[src/rtl/envelope_follower_assert.svh]
// Assertion macros shared by the envelope follower RTL.
// Depends on nothing; the including module supplies clock, reset and signals.
`ifndef ENVELOPE_FOLLOWER_ASSERT_SVH
`define ENVELOPE_FOLLOWER_ASSERT_SVH

// Same-cycle implication, disabled while reset is asserted.
`define ENVF_ASSERT_IMPL(label, clk, rst_n, ante, cons, msg) \
    label: assert property (@(posedge clk) disable iff (!rst_n) (ante) |-> (cons)) \
        else $error(msg);

// Next-cycle implication, disabled while reset is asserted.
`define ENVF_ASSERT_NEXT(label, clk, rst_n, ante, cons, msg) \
    label: assert property (@(posedge clk) disable iff (!rst_n) (ante) |=> (cons)) \
        else $error(msg);

`endif

[src/rtl/envf_pkg.sv]
// Shared constants, register indexes and interface structs of the envelope follower.
// Depends on nothing; every RTL module imports it.
package envf_pkg;

    localparam int SAMPLE_WIDTH = 16;
    localparam int COEFF_W      = 16;
    localparam int STATE_W      = 17;
    localparam int CFG_IDX_W    = 8;

    // Signed multiplicand width: wide enough for the sample magnitude and
    // for a signed difference of two envelope states.
    localparam int MC_W  = (SAMPLE_WIDTH + 1 > STATE_W + 1) ? SAMPLE_WIDTH + 1 : STATE_W + 1;
    localparam int HI_W  = MC_W + 1;
    localparam int MP_W  = COEFF_W;
    localparam int CNT_W = $clog2(MP_W);

    localparam logic [COEFF_W-1:0] SMOOTH_COEFF = 16'd3277;
    localparam logic [STATE_W-1:0] ONE_Q16      = 17'd65536;

    localparam logic [COEFF_W-1:0] RST_ATTACK = 16'd53215;
    localparam logic [COEFF_W-1:0] RST_DECAY  = 16'd64184;
    localparam logic [COEFF_W-1:0] RST_SENS   = 16'd32768;
    localparam logic [COEFF_W-1:0] RST_DEPTH  = 16'd32768;

    localparam logic [CFG_IDX_W-1:0] CFG_ATTACK = 8'd0;
    localparam logic [CFG_IDX_W-1:0] CFG_DECAY  = 8'd1;
    localparam logic [CFG_IDX_W-1:0] CFG_SENS   = 8'd2;
    localparam logic [CFG_IDX_W-1:0] CFG_DEPTH  = 8'd3;

    typedef struct packed {
        logic [COEFF_W-1:0] attack;
        logic [COEFF_W-1:0] decay;
        logic [COEFF_W-1:0] sens;
        logic [COEFF_W-1:0] depth;
    } t_cfg;

    typedef struct packed {
        logic            start;
        logic [MC_W-1:0] mcand;
        logic [MP_W-1:0] mplier;
    } t_mul_req;

    typedef struct packed {
        logic            done;
        logic [HI_W-1:0] hi;
        logic [MP_W-1:0] lo;
    } t_mul_rsp;

endpackage

[src/rtl/envf_mul.sv]
// Serial-parallel multiplier: signed multiplicand times unsigned multiplier, one bit a cycle.
// Depends on envf_pkg and envelope_follower_assert.svh.
`include "envelope_follower_assert.svh"

module envf_mul (
    input  logic               i_clk,
    input  logic               i_rst_n,
    input  envf_pkg::t_mul_req i_req,
    output envf_pkg::t_mul_rsp o_rsp
);
    import envf_pkg::*;

    localparam logic [CNT_W-1:0] LAST = CNT_W'(MP_W - 1);

    logic [MC_W-1:0]  r_mc;
    logic [MP_W-1:0]  r_mp, n_mp;
    logic [HI_W-1:0]  r_hi, n_hi;
    logic [MP_W-1:0]  r_lo, n_lo;
    logic [CNT_W-1:0] r_cnt;
    logic             r_busy;
    logic             r_done;
    logic [HI_W-1:0]  mc_ext;
    logic [HI_W-1:0]  sum;

    // One partial product per cycle; the sum shifts right into the low word.
    always_comb begin
        mc_ext = {r_mc[MC_W-1], r_mc};
        sum    = r_hi + (r_mp[0] ? mc_ext : '0);
        n_hi   = {sum[HI_W-1], sum[HI_W-1:1]};
        n_lo   = {sum[0], r_lo[MP_W-1:1]};
        n_mp   = {1'b0, r_mp[MP_W-1:1]};
    end

    always_ff @(posedge i_clk) begin
        if (!i_rst_n) begin
            r_busy <= 1'b0;
            r_done <= 1'b0;
            r_cnt  <= '0;
        end else if (i_req.start) begin
            r_busy <= 1'b1;
            r_done <= 1'b0;
            r_cnt  <= '0;
        end else if (r_busy) begin
            r_cnt  <= r_cnt + 1'b1;
            r_busy <= (r_cnt != LAST);
            r_done <= (r_cnt == LAST);
        end else begin
            r_done <= 1'b0;
        end
    end

    always_ff @(posedge i_clk) begin
        if (i_req.start) begin
            r_mc <= i_req.mcand;
            r_mp <= i_req.mplier;
            r_hi <= '0;
            r_lo <= '0;
        end else if (r_busy) begin
            r_mp <= n_mp;
            r_hi <= n_hi;
            r_lo <= n_lo;
        end
    end

    assign o_rsp.done = r_done;
    assign o_rsp.hi   = r_hi;
    assign o_rsp.lo   = r_lo;

    `ENVF_ASSERT_IMPL(a_no_restart, i_clk, i_rst_n, i_req.start, !r_busy, "multiplier restarted while busy")
    `ENVF_ASSERT_IMPL(a_done_idle, i_clk, i_rst_n, r_done, !r_busy, "multiplier done while busy")

endmodule

[src/rtl/envf_seq.sv]
// Sequencer of the envelope follower: holds both envelope states and the result register, and steps
// the shared serial multiplier through the four products. Depends on envf_pkg and envelope_follower_assert.svh.
`include "envelope_follower_assert.svh"

module envf_seq (
    input  logic                                 i_clk,
    input  logic                                 i_rst_n,
    input  envf_pkg::t_cfg                       i_cfg,
    input  logic                                 i_start,
    input  logic [envf_pkg::SAMPLE_WIDTH-1:0]    i_sample,
    output logic                                 o_idle,
    output envf_pkg::t_mul_req                   o_req,
    input  envf_pkg::t_mul_rsp                   i_rsp,
    output logic                                 o_res_valid,
    output logic [envf_pkg::COEFF_W-1:0]         o_res_value,
    input  logic                                 i_res_take
);
    import envf_pkg::*;

    typedef enum logic [5:0] {
        S_IDLE = 6'b000001,
        S_MAG  = 6'b000010,
        S_ENV  = 6'b000100,
        S_SM   = 6'b001000,
        S_OUT  = 6'b010000,
        S_WB   = 6'b100000
    } t_state;

    t_state               r_state, n_state;
    logic [STATE_W-1:0]   r_env, n_env;
    logic [STATE_W-1:0]   r_sm, n_sm;
    logic [STATE_W-1:0]   r_mag, n_mag;
    logic                 r_res_valid, n_res_valid;
    logic [COEFF_W-1:0]   r_res_value, n_res_value;

    logic [SAMPLE_WIDTH:0]    s_ext;
    logic [SAMPLE_WIDTH:0]    abs_val;
    logic [HI_W+MP_W-1:0]     full;
    logic [STATE_W-1:0]       mag_now;
    logic [STATE_W-1:0]       base;
    logic [HI_W:0]            blend_sum;
    logic [STATE_W-1:0]       blend;
    logic [STATE_W-1:0]       capped;
    logic                     res_free;

    always_comb begin
        // Magnitude of the sample; the most negative code maps to exactly 1.0.
        s_ext   = {i_sample[SAMPLE_WIDTH-1], i_sample};
        abs_val = s_ext[SAMPLE_WIDTH] ? (~s_ext + 1'b1) : s_ext;

        full    = {i_rsp.hi, i_rsp.lo};
        mag_now = full[SAMPLE_WIDTH-1 +: STATE_W];

        // Pole update: base + high word of coeff*(target - base), rounded by the
        // top bit of the low word.
        base      = (r_state == S_ENV) ? r_mag : r_sm;
        blend_sum = {{(HI_W + 1 - STATE_W){1'b0}}, base} + {i_rsp.hi[HI_W-1], i_rsp.hi}
                    + {{HI_W{1'b0}}, i_rsp.lo[MP_W-1]};
        blend     = blend_sum[STATE_W-1:0];
        capped    = (blend > ONE_Q16) ? ONE_Q16 : blend;
        res_free  = !r_res_valid || i_res_take;
    end

    always_comb begin
        n_state     = r_state;
        n_env       = r_env;
        n_sm        = r_sm;
        n_mag       = r_mag;
        n_res_valid = (r_res_valid && i_res_take) ? 1'b0 : r_res_valid;
        n_res_value = r_res_value;
        o_req.start  = 1'b0;
        o_req.mcand  = '0;
        o_req.mplier = '0;
        unique case (r_state)
            S_IDLE: begin
                if (i_start) begin
                    o_req.start  = 1'b1;
                    o_req.mcand  = MC_W'(abs_val);
                    o_req.mplier = i_cfg.sens;
                    n_state      = S_MAG;
                end
            end
            S_MAG: begin
                if (i_rsp.done) begin
                    n_mag        = mag_now;
                    o_req.start  = 1'b1;
                    o_req.mcand  = MC_W'(r_env) - MC_W'(mag_now);
                    o_req.mplier = (mag_now > r_env) ? i_cfg.attack : i_cfg.decay;
                    n_state      = S_ENV;
                end
            end
            S_ENV: begin
                if (i_rsp.done) begin
                    n_env        = blend;
                    o_req.start  = 1'b1;
                    o_req.mcand  = MC_W'(blend) - MC_W'(r_sm);
                    o_req.mplier = SMOOTH_COEFF;
                    n_state      = S_SM;
                end
            end
            S_SM: begin
                if (i_rsp.done) begin
                    n_sm         = blend;
                    o_req.start  = 1'b1;
                    o_req.mcand  = MC_W'(capped);
                    o_req.mplier = i_cfg.depth;
                    n_state      = S_OUT;
                end
            end
            S_OUT: begin
                if (i_rsp.done) begin
                    n_state = S_WB;
                end
            end
            S_WB: begin
                // The product stays put in the multiplier until the slot frees up.
                if (res_free) begin
                    n_res_valid = 1'b1;
                    n_res_value = i_rsp.hi[COEFF_W-1:0];
                    n_state     = S_IDLE;
                end
            end
            default: n_state = S_IDLE;
        endcase
    end

    always_ff @(posedge i_clk) begin
        if (!i_rst_n) begin
            r_state     <= S_IDLE;
            r_env       <= '0;
            r_sm        <= '0;
            r_res_valid <= 1'b0;
        end else begin
            r_state     <= n_state;
            r_env       <= n_env;
            r_sm        <= n_sm;
            r_res_valid <= n_res_valid;
        end
    end

    always_ff @(posedge i_clk) begin
        r_mag       <= n_mag;
        r_res_value <= n_res_value;
    end

    assign o_idle      = (r_state == S_IDLE);
    assign o_res_valid = r_res_valid;
    assign o_res_value = r_res_value;

    `ENVF_ASSERT_NEXT(a_start_mag, i_clk, i_rst_n, i_start && o_idle, r_state == S_MAG, "accepted sample did not start magnitude step")
    `ENVF_ASSERT_IMPL(a_done_busy, i_clk, i_rst_n, i_rsp.done, !o_idle && (r_state != S_WB), "product finished outside a multiply step")
    `ENVF_ASSERT_IMPL(a_res_from_wb, i_clk, i_rst_n, $rose(r_res_valid), $past(r_state == S_WB), "result appeared outside write-back")

endmodule

[src/rtl/envelope_follower.sv]
// Top level of the attack/release envelope follower: configuration registers and ports.
// Depends on envf_pkg, envf_mul and envf_seq.

// One sample beat in gives one control_value beat out. From acceptance to result, four
// products (scaled magnitude, envelope update, smoothing, depth scaling) run one after
// another on a single bit-serial multiplier that retires one multiplier bit per cycle;
// each product is handed on to the next step, and the last one loads the result register.
// A new sample is taken as soon as the previous one has left the multiplier, even while
// its result still waits in the output register. Configuration writes are always ready
// and take effect on the next sample when made while the block is idle; indexes 0 to 3
// select attack_coeff, decay_coeff, sensitivity and depth, and writes to any other
// index are dropped. All arithmetic is fixed point: samples Q1.15, registers Q0.16,
// envelope states Q1.16, output Q0.16.
module envelope_follower (
    input  logic                               i_clk,
    input  logic                               i_rst_n,
    input  logic                               i_sample_valid,
    output logic                               o_sample_ready,
    input  logic [envf_pkg::SAMPLE_WIDTH-1:0]  i_sample,
    output logic                               o_result_valid,
    input  logic                               i_result_ready,
    output logic [envf_pkg::COEFF_W-1:0]       o_control_value,
    input  logic                               i_cfg_valid,
    output logic                               o_cfg_ready,
    input  logic [envf_pkg::CFG_IDX_W-1:0]     i_cfg_index,
    input  logic [envf_pkg::COEFF_W-1:0]       i_cfg_data
);
    import envf_pkg::*;

    t_cfg     r_cfg, n_cfg;
    t_mul_req mul_req;
    t_mul_rsp mul_rsp;
    logic     seq_idle;

    // Register file write. Software must write here only while the block is idle; the block does not enforce it.
    always_comb begin
        n_cfg = r_cfg;
        if (i_cfg_valid) begin
            unique case (i_cfg_index)
                CFG_ATTACK: n_cfg.attack = i_cfg_data;
                CFG_DECAY:  n_cfg.decay  = i_cfg_data;
                CFG_SENS:   n_cfg.sens   = i_cfg_data;
                CFG_DEPTH:  n_cfg.depth  = i_cfg_data;
                default:    n_cfg        = r_cfg;
            endcase
        end
    end

    always_ff @(posedge i_clk) begin
        if (!i_rst_n) begin
            r_cfg.attack <= RST_ATTACK;
            r_cfg.decay  <= RST_DECAY;
            r_cfg.sens   <= RST_SENS;
            r_cfg.depth  <= RST_DEPTH;
        end else begin
            r_cfg <= n_cfg;
        end
    end

    assign o_cfg_ready    = 1'b1;
    assign o_sample_ready = seq_idle;

    // The sequencer owns both envelope states and the output register.
    envf_seq u_seq (
        .i_clk       (i_clk),
        .i_rst_n     (i_rst_n),
        .i_cfg       (r_cfg),
        .i_start     (i_sample_valid && seq_idle),
        .i_sample    (i_sample),
        .o_idle      (seq_idle),
        .o_req       (mul_req),
        .i_rsp       (mul_rsp),
        .o_res_valid (o_result_valid),
        .o_res_value (o_control_value),
        .i_res_take  (i_result_ready)
    );

    // Shared shift-add multiplier, one multiplier bit per cycle.
    envf_mul u_mul (
        .i_clk   (i_clk),
        .i_rst_n (i_rst_n),
        .i_req   (mul_req),
        .o_rsp   (mul_rsp)
    );

endmodule

[config.mk]
export PLATFORM = sky130hd
export DESIGN_NAME = envelope_follower
export DESIGN_NICKNAME = d
export VERILOG_FILES = /design/src/rtl/envf_pkg.sv /design/src/rtl/envf_mul.sv /design/src/rtl/envf_seq.sv /design/src/rtl/envelope_follower.sv
export VERILOG_INCLUDE_DIRS = /design/src /design/src/rtl
export SDC_FILE = /design/constraint.sdc
export NUM_CORES = 1
export LEC_CHECK = 0
export BUFFER_PORTS_ARGS = -buffer_cell sky130_fd_sc_hd__buf_2
export CORE_MARGIN = 4
export CORE_UTILIZATION = 45
export CTS_CLUSTER_SIZE = 10
export DETAILED_ROUTE_END_ITERATION = 10
export PLACE_DENSITY_LB_ADDON = 0.05
export SLEW_MARGIN = 20
export SYNTH_ARGS = -nofsm -noshare
export SYNTH_HDL_FRONTEND = slang
export SYNTH_HIERARCHICAL = 1
export SYNTH_SLANG_ARGS = --single-unit
[constraint.sdc]
create_clock -name i_clk -period 5.2 [get_ports i_clk]
set_clock_uncertainty 0.1 [all_clocks]
set_input_delay 0.78 -clock i_clk [delete_from_list [all_inputs] [get_ports i_clk]]
set_output_delay 0.78 -clock i_clk [all_outputs]
set_load 0.01 [all_outputs]
==> impl_summary.md <==
Global route
For this run the aggregate overflow at the end of global routing stands at 0. The number of global-route vias before repair is a little under 10000. Entering global routing, the biggest net connects 54 pins. The initial antenna violation count came to 0. The first-pass GRT wire length is between 50 and 60 mm. For this run, the total global-route usage over all layers was measured as 0.228.

Floorplan
The number of placed I/O pins is 64. The die area is 30100 sq um. Measured along the y axis, the die boundary spans 173 um. The floorplan step set the die width to 173 um.

The initial utilization of the core area, before any placement, comes to 0.457. The initialized floorplan defines 60 standard-cell rows. In this run the standard cell core region covers 27000 sq um.

Place
Port buffering added 62 buffers. The HPWL after detailed placement is 25.2 mm. The number of placed cells counting well taps is 1721. At the placement stage, the worst setup path has a slack of 79.1 ps.

The congestion estimate from routability-driven global placement came to 0.892.

Drt
After detailed routing, the number of remaining DRC violations is 0. The detail route stage leaves a number of antenna-violating nets equal to 0. The detailed router placed 10201 vias in this run. The first-pass iteration count of the detailed router is 5. Dividing the detail-routed wire length by the instance count gives 20.0 um.

Summed over all layers, the routed wires come to 35.1 mm. The average via count per standard cell is slightly below 6. For this block, the initial DRC count from the detailed router was 968.

Setup path
The endpoint class of the critical path is a flip-flop. On the worst path, the slowest cell contributes a delay of 370 ps. In this run the worst path has a maximum fanout of 8. The setup path with the least slack is of type flip-flop to flip-flop.

The largest delay contributor family on the critical path is simple AND/OR/NAND/NOR gates. For flop-to-flop paths, the worst setup slack is around 230 ps. STA classifies the critical path startpoint as a flip-flop. The buffer and inverter count on the worst path is 2. The critical path goes through nor4b_4 -> nand2_2 -> buf_4 -> mux2_2 -> ha_1 -> nor2b_1 -> o31a_1 -> buf_4 -> nor2_1 -> nor2_1 -> xor2_1 -> ha_1 -> and3_1 -> nor2b_1 -> o211ai_1 -> a31oi_1 -> or3_1 -> a31oi_1 -> o311ai_0. The slowest cell on the critical path is dfxtp_1.

For the worst setup path, the data arrival time is approximately 5000 ps. The required time of the worst setup path is roughly 5300 ps.

Power
Summed over all cells, the static leakage comes to 5.37 nW. Total power for the finished layout comes to between 6 and 7 mW. For this design the ratio of total power to cell area is 461 nW/um^2. IR analysis of the VDD net gives a maximum drop of roughly 0.00025 V. Of the total power, registers draw 0.330. Of the total power, the clock network draws 0.227. The switching part of the total is 0.416. The power dissipated by switching net loads is 2.62 mW. Of the total power, combinational logic draws 0.443. The internal power of the cells totals 3.69 mW.

CTS
TritonCTS built the clock tree. The CTS buffer count is 17. The maximum count of clock buffers along a single path is 2. In this run the clock root is driven by a clkbuf_16. The total number of clock tree sinks is about 200. The clock insertion delay at the later pin of the skew report is 450 ps.

The H-tree generated during clock tree synthesis spans 4 levels. After clock tree synthesis, the clock-pin slew on the worst setup and hold paths is ~90 ps.

Hold path
In this run the worst hold path is classified as flip-flop to flip-flop.

Final layout
The fraction of final layout cells sized beyond drive strength 1 is 0.146. For this run, the number of standard cells in the final layout without fillers is between 1500 and 2000. Fill cells in the final layout number 2533. The number of nets in the finished design is around 1500. The count of antenna diodes in the layout is 0. The relative area change from synthesis to final layout is 11.2%.

STA
For the pin with the worst max-slew slack, the measured transition is 1130 ps. The number of failing hold endpoints at the final stage is 0. Setup slack closes at 230 ps. The final-report setup violation count is 0. The peak clock frequency supported by timing is 0.201 GHz.

In this run the tightest slew margin relative to its limit is 0.244. The number of pins with negative max-slew slack in the final report is 0. The final cycle utilization of the critical path is 0.956. The final critical-path required period is 4970 ps.

Synth
Counting every instance in the synthesized netlist gives 1349. Synthesis produced a netlist with a net count of 1468. The warning count from the yosys run is 6.

The mean instance size in the synthesized netlist is 9.12 sq um. The mapped cell area is between 10000 and 15000 sq um.

Run
The number of max-capacitance violations reported is 0.

Run status
The flow ran to the end, and the final reports show no timing, DRC or antenna violations.
==> routing by layer <==
layer / share of wire / up-vias / GRT usage
met5: 0 / - / 0
met4: 0.0083 / 0 / 0.0406
met3: 0.065 / 13 / 0.0393
met2: 0.43 / 306 / 0.349
met1: 0.50 / 4888 / 0.344
li1: - / 4994 / -
==> cell usage in the layout (no fill, tap or decap), types with 7 or more instances in the layout <==
cell / count
o31ai_1: 7
ha_1: 69
nand3_1: 34
xor2_1: 27
nor2_1: 91
a221o_1: 11
nor3b_1: 12
buf_4: 41
a21oi_1: 84
nand2_1: 154
a222oi_1: 11
nand4b_1: 7
nand3b_1: 10
nor2b_1: 54
edfxtp_1: 67
dfxtp_1: 130
o21a_1: 23
a21o_1: 15
o21ai_0: 42
o211ai_1: 33
buf_2: 62
mux2_2: 31
nand4_1: 11
a31oi_1: 7
mux2i_1: 70
nor3_1: 23
clkbuf_16: 17
xnor2_1: 22
and2_1: 24
o21ai_1: 9
a211oi_1: 12
inv_1: 63
==> flip-flops by register name (all words and copies together), names as in the netlist, 16 cells and up <==
name	cells
r_cfg	64
u_mul/r_hi	18
u_mul/r_mc	18
u_seq/r_env	17
u_seq/r_mag	17
u_seq/r_sm	17
u_mul/r_mp	16
u_seq/o_res_value	16
==> worst register-to-register path, stage by stage, from the launching register on <==
cell and delay [ps]:
dfxtp_1 370, nor4b_4 330, nand2_2 180, buf_4 220
mux2_2 300, ha_1 270, nor2b_1 150, o31a_1 280
buf_4 160, nor2_1 150, nor2_1 70, xor2_1 360
ha_1 370, and3_1 230, nor2b_1 170, o211ai_1 180
a31oi_1 140, or3_1 330, a31oi_1 160, o311ai_0 160
==> what timing repair did <==
| item | in CTS | in global routing |
|---|---|---|
| endpoints found under the setup margin | 0 | 9 |
| hold buffers | 0 | 0 |
| gates resized for setup | 0 | 8 |
| buffers inserted | 0 | 3 |
==> power groups by stage <==
stage | clock network, mW | logic (mW) | registers, mW
after floorplan | 0 | 1.99 | 2.02
after global placement | 0 | 2.66 | 2.11
after detailed placement | 0 | 2.68 | 2.11
after CTS | 1.46 | 2.69 | 2.08
after global routing | 1.53 | 3.05 | 2.11
final | 1.43 | 2.80 | 2.08
==> layout make-up <==
cell class	instances	area, sq um	share of cell area
clock buffers	17	425	0.0311
clock inverters	15	215	0.0157
inverters	64	240	0.0175
multi-input cells	1018	7130	0.521
flip-flops and latches	197	4610	0.337
well taps	341	427	0.0312
repair buffers	104	638	0.0466
==> through the flow <==
stage                     TNS [ps]  instance area, sq um  hold WS [ps]  utilization
after floorplan                  0                 12300           330            -
after global placement           0                 13000           339        0.482
after detailed placement         0                 13000           346        0.482
after CTS                        0                 13600           359        0.506
after global routing         -91.9                 13700           381        0.508
final                            0                 13700           362        0.508
==> worst paths after layout <==
path	end	from	cells after the start
worst max register to register	u_mul/r_mc[13]$_DFFE_PP_	u_seq/r_state[0]$_SDFFE_PN1P_	19
worst min-delay path	r_cfg[60]$_SDFFE_PN0P_	r_cfg[60]$_SDFFE_PN0P_	2
worst min register to register	r_cfg[60]$_SDFFE_PN0P_	r_cfg[60]$_SDFFE_PN0P_	2
worst max-delay path	u_mul/r_mc[13]$_DFFE_PP_	u_seq/r_state[0]$_SDFFE_PN1P_	19
No activity file was read; power rests on OpenSTA's default activity.
